$ cat src/rtl/core/bdq_pkg.sv
// ----------------------------------------------------------------------------
// bdq_pkg
// Types and codes shared by the bounded deque with search: request and
// result beats, operation and status codes, cell control and sequencer state.
// ----------------------------------------------------------------------------
package bdq_pkg;

  typedef enum logic [2:0] {
    OP_INS_FRONT = 3'd0,
    OP_INS_BACK  = 3'd1,
    OP_REM_FRONT = 3'd2,
    OP_REM_BACK  = 3'd3,
    OP_SEARCH    = 3'd4,
    OP_SIZE      = 3'd5
  } bdq_op_e;

  typedef enum logic [1:0] {
    ST_OK        = 2'd0,
    ST_EMPTY     = 2'd1,
    ST_FULL      = 2'd2,
    ST_NOT_FOUND = 2'd3
  } bdq_status_e;

  typedef enum logic {
    S_IDLE   = 1'b0,
    S_SEARCH = 1'b1
  } bdq_state_e;

  typedef struct packed {
    logic [2:0]         operation;
    logic signed [31:0] value;
  } bdq_in_t;

  typedef struct packed {
    logic [1:0] status;
    logic [3:0] match_position;
    logic [4:0] entry_count;
  } bdq_out_t;

  // broadcast to every cell of the chain
  typedef struct packed {
    logic shift_left;
    logic shift_right;
  } bdq_cell_ctrl_t;

endpackage

$ cat src/rtl/core/bounded_deque_with_search_core.sv
// ----------------------------------------------------------------------------
// bounded_deque_with_search_core
// Bounded deque of signed 32-bit values with front/back insert and remove,
// value search and size query.
//
// Usage: a request beat (operation, value) enters on in_valid_i/in_stall_o;
// each request yields exactly one result beat (status, match_position,
// entry_count) on out_valid_o/out_stall_i. Entries live in a ring of CAPACITY
// cells, front at cell 0. For inserts, removes and size requests the result
// is valid the cycle after the request beat, and the next request may enter
// then. A search rotates the whole ring once through the head-cell comparator,
// one entry per cycle, and no new request is taken until its result has been
// registered. A finished result waits in an output register; a new request
// is taken while that register is free or drains in the same cycle, so a
// stalled receiver holds off further requests.
// Reset empties the deque and clears the result valid; no clearing pass
// is needed, the block accepts requests right after reset.
// ----------------------------------------------------------------------------
module bounded_deque_with_search_core #(
  parameter int CAPACITY = 16
) (
  input  logic              clk_i,
  input  logic              rst_ni,
  input  logic              in_valid_i,
  output logic              in_stall_o,
  input  bdq_pkg::bdq_in_t  in_data_i,
  output logic              out_valid_o,
  input  logic              out_stall_i,
  output bdq_pkg::bdq_out_t out_data_o
);

  bdq_pkg::bdq_cell_ctrl_t cell_ctrl;
  logic [CAPACITY-1:0]     load_en;
  logic signed [31:0]      cell_data [CAPACITY];

  bdq_ctrl #(
    .CAPACITY(CAPACITY)
  ) u_ctrl (
    .clk_i       (clk_i),
    .rst_ni      (rst_ni),
    .in_valid_i  (in_valid_i),
    .in_data_i   (in_data_i),
    .in_stall_o  (in_stall_o),
    .out_valid_o (out_valid_o),
    .out_stall_i (out_stall_i),
    .out_data_o  (out_data_o),
    .head_data_i (cell_data[0]),
    .cell_ctrl_o (cell_ctrl),
    .load_en_o   (load_en)
  );

  for (genvar i = 0; i < CAPACITY; i++) begin : g_cell
    bdq_cell u_cell (
      .clk_i        (clk_i),
      .ctrl_i       (cell_ctrl),
      .load_i       (load_en[i]),
      .load_data_i  (in_data_i.value),
      .left_data_i  (cell_data[(i + CAPACITY - 1) % CAPACITY]),
      .right_data_i (cell_data[(i + 1) % CAPACITY]),
      .data_o       (cell_data[i])
    );
  end

  a_full_count : assert property (@(posedge clk_i) disable iff (!rst_ni)
    out_valid_o && (out_data_o.status == bdq_pkg::ST_FULL)
      |-> out_data_o.entry_count == 5'(CAPACITY))
    else $error("full status with count below capacity");

  a_empty_count : assert property (@(posedge clk_i) disable iff (!rst_ni)
    out_valid_o && (out_data_o.status == bdq_pkg::ST_EMPTY)
      |-> out_data_o.entry_count == 5'd0)
    else $error("empty status with nonzero count");

  a_miss_position : assert property (@(posedge clk_i) disable iff (!rst_ni)
    out_valid_o && (out_data_o.status == bdq_pkg::ST_NOT_FOUND)
      |-> out_data_o.match_position == 4'd0)
    else $error("not-found result with nonzero position");

  a_quick_result : assert property (@(posedge clk_i) disable iff (!rst_ni)
    in_valid_i && !in_stall_o && (in_data_i.operation != bdq_pkg::OP_SEARCH)
      |=> out_valid_o)
    else $error("single-cycle request produced no result beat");

endmodule

$ cat src/rtl/core/bdq_cell.sv
// ----------------------------------------------------------------------------
// bdq_cell
// One storage cell of the deque chain. Holds one entry and takes the entry of
// its left or right neighbor on a shift, or a new value on a load.
// ----------------------------------------------------------------------------
module bdq_cell (
  input  logic                    clk_i,
  input  bdq_pkg::bdq_cell_ctrl_t ctrl_i,
  input  logic                    load_i,
  input  logic signed [31:0]      load_data_i,
  input  logic signed [31:0]      left_data_i,
  input  logic signed [31:0]      right_data_i,
  output logic signed [31:0]      data_o
);

  logic signed [31:0] data_q;
  logic signed [31:0] data_d;

  always_comb begin
    data_d = data_q;
    if (load_i) begin
      data_d = load_data_i;
    end else if (ctrl_i.shift_left) begin
      data_d = right_data_i;
    end else if (ctrl_i.shift_right) begin
      data_d = left_data_i;
    end
  end

  always_ff @(posedge clk_i) begin
    data_q <= data_d;
  end

  assign data_o = data_q;

endmodule

$ cat src/rtl/core/bdq_ctrl.sv
// ----------------------------------------------------------------------------
// bdq_ctrl
// Sequencer of the deque. Keeps the entry count, drives the cell chain and
// runs a search as one full rotation of the chain, comparing the head cell.
// ----------------------------------------------------------------------------
module bdq_ctrl #(
  parameter int CAPACITY = 16
) (
  input  logic                    clk_i,
  input  logic                    rst_ni,
  input  logic                    in_valid_i,
  input  bdq_pkg::bdq_in_t        in_data_i,
  output logic                    in_stall_o,
  output logic                    out_valid_o,
  input  logic                    out_stall_i,
  output bdq_pkg::bdq_out_t       out_data_o,
  input  logic signed [31:0]      head_data_i,
  output bdq_pkg::bdq_cell_ctrl_t cell_ctrl_o,
  output logic [CAPACITY-1:0]     load_en_o
);

  localparam int IW = $clog2(CAPACITY);
  localparam int CW = $clog2(CAPACITY + 1);

  bdq_pkg::bdq_state_e state_q, state_d;
  logic [CW-1:0]       count_q, count_d;
  logic [IW-1:0]       step_q, step_d;
  logic [IW-1:0]       pos_q, pos_d;
  logic                found_q, found_d;
  logic signed [31:0]  key_q, key_d;
  logic                out_valid_q, out_valid_d;
  bdq_pkg::bdq_out_t   out_data_q, out_data_d;

  logic          accept;
  logic          full;
  logic          empty;
  logic          hit;
  logic [CW-1:0] count_inc;
  logic [CW-1:0] count_dec;

  assign in_stall_o = (state_q == bdq_pkg::S_SEARCH) || (out_valid_q && out_stall_i);
  assign accept     = in_valid_i && !in_stall_o;
  assign full       = (count_q == CW'(CAPACITY));
  assign empty      = (count_q == '0);
  assign count_inc  = count_q + CW'(1);
  assign count_dec  = count_q - CW'(1);
  // entry at position step sits in the head cell during the rotation
  assign hit        = (head_data_i == key_q) && (CW'(step_q) < count_q) && !found_q;

  always_comb begin
    state_d     = state_q;
    count_d     = count_q;
    step_d      = step_q;
    pos_d       = pos_q;
    found_d     = found_q;
    key_d       = key_q;
    out_valid_d = out_valid_q && out_stall_i;
    out_data_d  = out_data_q;
    cell_ctrl_o = '0;
    load_en_o   = '0;

    case (state_q)
      bdq_pkg::S_IDLE: begin
        if (accept) begin
          out_valid_d                = 1'b1;
          out_data_d.status          = bdq_pkg::ST_OK;
          out_data_d.match_position  = '0;
          out_data_d.entry_count     = 5'(count_q);
          case (bdq_pkg::bdq_op_e'(in_data_i.operation))
            bdq_pkg::OP_INS_FRONT: begin
              if (full) begin
                out_data_d.status = bdq_pkg::ST_FULL;
              end else begin
                cell_ctrl_o.shift_right = 1'b1;
                load_en_o[0]            = 1'b1;
                count_d                 = count_inc;
                out_data_d.entry_count  = 5'(count_inc);
              end
            end
            bdq_pkg::OP_INS_BACK: begin
              if (full) begin
                out_data_d.status = bdq_pkg::ST_FULL;
              end else begin
                load_en_o              = CAPACITY'(1) << count_q[IW-1:0];
                count_d                = count_inc;
                out_data_d.entry_count = 5'(count_inc);
              end
            end
            bdq_pkg::OP_REM_FRONT: begin
              if (empty) begin
                out_data_d.status = bdq_pkg::ST_EMPTY;
              end else begin
                cell_ctrl_o.shift_left = 1'b1;
                count_d                = count_dec;
                out_data_d.entry_count = 5'(count_dec);
              end
            end
            bdq_pkg::OP_REM_BACK: begin
              if (empty) begin
                out_data_d.status = bdq_pkg::ST_EMPTY;
              end else begin
                count_d                = count_dec;
                out_data_d.entry_count = 5'(count_dec);
              end
            end
            bdq_pkg::OP_SEARCH: begin
              out_valid_d = 1'b0;
              state_d     = bdq_pkg::S_SEARCH;
              step_d      = '0;
              pos_d       = '0;
              found_d     = 1'b0;
              key_d       = in_data_i.value;
            end
            default: begin
            end
          endcase
        end
      end
      bdq_pkg::S_SEARCH: begin
        // a full turn of the ring leaves the chain in its original order
        cell_ctrl_o.shift_left = 1'b1;
        step_d                 = step_q + IW'(1);
        if (hit) begin
          found_d = 1'b1;
          pos_d   = step_q;
        end
        if (step_q == IW'(CAPACITY - 1)) begin
          state_d                   = bdq_pkg::S_IDLE;
          out_valid_d               = 1'b1;
          out_data_d.status         = (found_q || hit) ? bdq_pkg::ST_OK
                                                       : bdq_pkg::ST_NOT_FOUND;
          out_data_d.match_position = 4'(hit ? step_q : pos_q);
          out_data_d.entry_count    = 5'(count_q);
        end
      end
      default: begin
        state_d = bdq_pkg::S_IDLE;
      end
    endcase
  end

  always_ff @(posedge clk_i or negedge rst_ni) begin
    if (!rst_ni) begin
      state_q     <= bdq_pkg::S_IDLE;
      count_q     <= '0;
      step_q      <= '0;
      found_q     <= 1'b0;
      out_valid_q <= 1'b0;
    end else begin
      state_q     <= state_d;
      count_q     <= count_d;
      step_q      <= step_d;
      found_q     <= found_d;
      out_valid_q <= out_valid_d;
    end
  end

  always_ff @(posedge clk_i) begin
    pos_q      <= pos_d;
    key_q      <= key_d;
    out_data_q <= out_data_d;
  end

  assign out_valid_o = out_valid_q;
  assign out_data_o  = out_data_q;

endmodule

$ cat config.mk
export PLATFORM = sky130hd
export DESIGN_NAME = bounded_deque_with_search_core
export DESIGN_NICKNAME = d
export VERILOG_FILES = /design/src/rtl/core/bdq_pkg.sv /design/src/rtl/core/bounded_deque_with_search_core.sv /design/src/rtl/core/bdq_cell.sv /design/src/rtl/core/bdq_ctrl.sv
export SDC_FILE = /design/constraint.sdc
export NUM_CORES = 1
export LEC_CHECK = 0
export ABC_AREA = 1
export ABC_CLOCK_PERIOD_IN_PS = 13400
export BUFFER_PORTS_ARGS = -buffer_cell sky130_fd_sc_hd__buf_2
export CAP_MARGIN = 40
export CORE_MARGIN = 10
export CORE_UTILIZATION = 40
export CTS_BUF_LIST = sky130_fd_sc_hd__clkbuf_4
export DETAILED_ROUTE_END_ITERATION = 7
export PLACE_DENSITY = 0.55
export REMOVE_ABC_BUFFERS = 1
export SETUP_SLACK_MARGIN = 0.5
export SYNTH_ARGS = -nofsm -noshare
export SYNTH_HDL_FRONTEND = slang
export SYNTH_HIERARCHICAL = 1
export SYNTH_SLANG_ARGS = --single-unit
$ cat constraint.sdc
create_clock -name clk_i -period 13.4 [get_ports clk_i]
set_input_delay 1.34 -clock clk_i [delete_from_list [all_inputs] [get_ports clk_i]]
set_output_delay 1.34 -clock clk_i [all_outputs]
set_load 0.03 [all_outputs]
* After elaboration in Yosys (flattened, before gate mapping)
Cells that the tools add are included.
** Storage, ports and cells
- Input bits :: 39
- Logic and storage cells :: 163
- Register bits after elaboration :: 571
- Output and inout bits :: 13
** Operators by class
- $lt $le $gt $ge :: 1
- $add $sub $neg :: 3
- Equal/unequal tests :: 11
- Reductions and logical operators :: 33
- Muxes and demuxes :: 87
- Shift operators :: 1
- Bitwise gates (word level) :: 1
** Operators by type and width (count)
- 32-bit two-way mux :: 48
- 16-bit two-way mux :: 3
- 3-bit nonzero test :: 16
- 32-bit == test :: 1
- 11-bit two-way mux :: 2
- 11-bit one-hot mux with 2 select lines :: 1
- 4-bit one-hot mux with 2 select lines :: 2
- 1-bit by 4-bit left shift with 16-bit output (first input constant) :: 1
- 1-bit two-way mux :: 15
- 15-bit two-way mux :: 1
- 4-bit two-way mux :: 3
- 5-bit two-way mux :: 2
- 1-bit one-hot mux with 2 select lines :: 5
- 5-bit one-hot mux with 2 select lines :: 1
- 3-bit by 2-bit == test with 1-bit output (second input constant) :: 2
- 2-bit two-way mux :: 3
- 2-bit inequality test (second input constant) :: 3
- 2-bit AND reduction :: 3
- 3-bit AND reduction :: 2
- 5-bit by 1-bit adder with 5-bit output (second input constant) :: 1
- 5-bit == test (second input constant) :: 1
- 5-bit logical NOT :: 1
- 4-bit by 5-bit less-than comparator with 1-bit output :: 1
- 5-bit by 1-bit subtractor with 5-bit output (second input constant) :: 1
- other kinds (12) :: 18

* Logic depth before layout (Yosys ltp)
- Depth in word-level cells :: 9
- Mapped depth :: 14
- Depth with buffers taken out :: 13

* Modules after synthesis
The synthesis kept the hierarchy.
** By module, submodules not included
- bdq_cell :: sequential area each 960.9 um^2, cells an instance 274, area an instance 1974.4 um^2, times used 16
- bdq_ctrl :: sequential area each 1711.6 um^2, cells an instance 403, area an instance 3330.7 um^2, times used 1

* Least setup slack after synthesis
Ideal clock, no wire load.
- Path type :: input-to-reg
- From :: input port out_stall_i
- To :: register g_cell[0].u_cell.data_q[0] (enable)
- Slack :: 8389 ps
- Required time :: 13011 ps
- Cell stages on the path :: 7
- Library setup time :: 389 ps
- Path buffers :: 2
- Arrival :: 4622 ps
- Path through :: nand2_1 nand3_2 o31ai_1 buf_6 buf_4 nor2_1 nand2_1
** RTL lines
- from (decl) :: RTL line bounded_deque_with_search_core.sv:28 : input logic out_stall_i,
- to (signal assigned) :: RTL line bdq_cell.sv:31 : data_q <= data_d;
- to (decl) :: RTL line bdq_cell.sv:16 : logic signed [31:0] data_q;

==> impl_metrics.tcl <==
set metrics [dict create \
    outcome "finished, final reports clean" \
    cts_inserted_buffers 167 \
    htreeDepth 4 \
    postSynthCellCount 4787 \
    max_freq_mhz 192 \
    clkSinkCount 571 \
    grt.total_usage 0.224 \
    yosysSeqAreaShare 0.489 \
    worst_pin_slew_ps 953 \
    cp-start-kind "flop" \
    final-hold-violation-count 0 \
    grt_pass1_vias 27900 \
    vdd_ir_drop_max_v 0.000156 \
    finalClockSkew_ps 56.6 \
    cts_hold_buf 0 \
    async_reset_ff_frac 0.0210 \
    ys_ff_latch 571 \
    maxCapViolations 0 \
    setup_tns_ps 0 \
    overflow 0 \
    syn_to_final_growth_pct 7.37 \
    vias 29600 \
    final_nets 4869 \
    core-area_sq_um 86800 \
    grt_pass1_wl_mm 172 \
    die_area_sq_um 99500 \
    final.fill_count 9192 \
    cts_resized 0 \
    post_cts_buffers 0 \
    power_frac_clock 0.182 \
    switching_power_mw 4.17 \
    clk_transition_reported_paths_ps 60 \
    port-buffer-count 51 \
    reg2regPathDepth 10 \
    ys_types 32 \
    antenna_found_initial 1 \
    swShare 0.430 \
    path_max_fanout 168 \
    finalMaxSlewViolations 0 \
    drive_gt1_frac 0.0841 \
    min_path_type "in -> async" \
    dp_hpwl_mm 72.3 \
    end_kind "flop" \
    finalSetupViolCount 0 \
    gp_congestion 0.852 \
    finalCritPeriodShare 0.389 \
    instances_no_fill 6101 \
    synth_top_area_cell "edfxtp_1" \
    mostFrequentLayoutCells "2181 x nand2_1, 1108 x inv_1, 559 x edfxtp_1, 524 x nand3_1, 250 x clkbuf_4" \
    ios 52 \
    rows 108 \
    yosysWarnings 6 \
    drc 0 \
    clock_latency_ps 1050 \
    die_y_um 315 \
    syn_avg_cell_area_sq_um 7.29 \
    grt_max_degree 169 \
    p_per_area_nw_per_um2 259 \
    drtIter0Drc 3427 \
    arrival_ps 6090 \
    dp.cells 5805 \
    first_pass_iters 7 \
    routed_via_density 4.85 \
    placed_cell_area_sq_um 35300 \
    wl_per_cell_um 18.5 \
    cts.path.max_buffers 3 \
    synth_edf_count 559 \
    worst-setup-path-type "reg -> reg" \
    p_int_mw 5.53 \
    slew-limit-headroom 0.364 \
    cts.root.buffer_cell "clkbuf_4" \
    cts_tree "built" \
    ant_nets 0 \
    leakage_nw 20.5 \
    design_area_sq_um 37500 \
    synthTopCellsByArea "edfxtp_1 48%, nand2_1 23%, inv_1 12%, nand3_1 7.5%, buf_4 2.4%" \
    start_util 0.403 \
    worstPathRequired_ps 14280 \
    p_seq_frac 0.419 \
    syn_area_sq_um 34900 \
    min_period_ps 5210 \
    dieWidth_um 315 \
    synth_ff_type "edfxtp_1" \
    rsz0062_at_grt "false" \
    wl_mm 113 \
    power_frac_comb 0.399 \
    final_common_cell "nand2_1" \
    synth_top_area_share 0.481 \
]
[flip-flops by register name, indices dropped and copies added, names as in the netlist]
| signal | count |
|---|---|
| g_cell.u_cell/data_o | 512 |
| u_ctrl/count_q | 5 |
| u_ctrl/found_q | 1 |
| u_ctrl/pos_q | 4 |
| u_ctrl/out_data_o | 11 |
| u_ctrl/state_q | 1 |
| u_ctrl/key_q | 32 |
| u_ctrl/step_q | 4 |
| u_ctrl/out_valid_o | 1 |
[per-stage QoR]
| stage | total power, mW | hold WS [ps] | worst slack, ps | util |
|---|---|---|---|---|
| 6_report | 9.70 | 178 | 8190 | 0.432 |
| 4_1_cts | 9.72 | 70.1 | 8270 | 0.432 |
| 3_5_place_dp | 7.92 | 540 | 7890 | 0.407 |
| 3_3_place_gp | 7.84 | 535 | 7570 | 0.406 |
| 2_1_floorplan | 7.72 | 496 | -23380 | - |
| 5_1_grt | 10.5 | 127 | 7830 | 0.432 |
[cell usage after synthesis, types with 3 or more instances]
| cell | instances |
|---|---|
| xor2_1 | 4 |
| o21ai_0 | 17 |
| o22ai_1 | 4 |
| ha_1 | 11 |
| xnor2_1 | 6 |
| dfrtp_1 | 12 |
| nor4_1 | 6 |
| nand2_1 | 2181 |
| nand2_2 | 3 |
| buf_6 | 66 |
| a21oi_1 | 6 |
| nor2_1 | 54 |
| inv_4 | 32 |
| buf_4 | 112 |
| clkbuf_1 | 3 |
| edfxtp_1 | 559 |
| buf_2 | 48 |
| inv_1 | 1108 |
| nand3_1 | 524 |
| nand4_1 | 7 |
| nor3_1 | 10 |
[cell type report]
type	count	area, sq um	share of cell area
timing repair buffer	92	628	0.0168
antenna	1	2.50	0.0000667
multi-input combinational	2845	11700	0.313
inverter	1142	4370	0.116
clock buffer	250	1880	0.0501
clock inverter	45	342	0.00911
tap	1155	1450	0.0385
sequential	571	17100	0.456
[worst max-delay path, cell delays in order (launching register included)]
cell and delay (ps):
dfrtp_1 530, inv_1 430, nand3_2 580, o31ai_4 440, buf_12 580, buf_12 610, buf_4 820, inv_4 390
nand2_1 190, nand3_1 90, nand2_1 70
[path summary, 6_finish.rpt]
kind                                              start                               endpoint  slack, ps
setup / recovery               u_ctrl/state_q$_DFF_PN0_  g_cell[5].u_cell/data_o[20]$_DFFE_PP_       8190
hold / removal                                   rst_ni          u_ctrl/count_q[4]$_DFFE_PN0P_        180
setup reg to reg               u_ctrl/state_q$_DFF_PN0_  g_cell[5].u_cell/data_o[20]$_DFFE_PP_       8190
hold reg to reg            u_ctrl/step_q[0]$_DFFE_PN0P_           u_ctrl/step_q[0]$_DFFE_PN0P_        550
max in group asynchronous                        rst_ni           u_ctrl/step_q[1]$_DFFE_PN0P_      12960
min in group clk_i         u_ctrl/step_q[0]$_DFFE_PN0P_           u_ctrl/step_q[0]$_DFFE_PN0P_        550
[cell families after synthesis]
kind of cell / synth area share
adder cells (fa/ha/maj): 0.00394
flip-flops: 0.489
AO/OA/AOI/OAI: 0.00523
buffers and inverters: 0.178
XOR/XNOR: 0.00251
AND/OR/NAND/NOR: 0.321
[power groups by stage]
stage / Sequential (mW) / Combinational (mW) / Clock, mW
3_3_place_gp: 4.08 / 3.76 / 0
5_1_grt: 4.16 / 4.46 / 1.89
2_1_floorplan: 3.80 / 3.92 / 0
4_1_cts: 4.06 / 3.86 / 1.81
6_report: 4.06 / 3.87 / 1.76
3_5_place_dp: 4.09 / 3.83 / 0
[routing by layer]
| metal | wire length, um | vias up | global-route usage |
|---|---|---|---|
| met5 | 0 | - | 0 |
| met2 | 47500 | 1251 | 0.327 |
| li1 | - | 14500 | - |
| met4 | 2400 | 0 | 0.0688 |
| met3 | 10300 | 157 | 0.0483 |
| met1 | 52800 | 13700 | 0.327 |
Power figures use the tool's default switching activity.
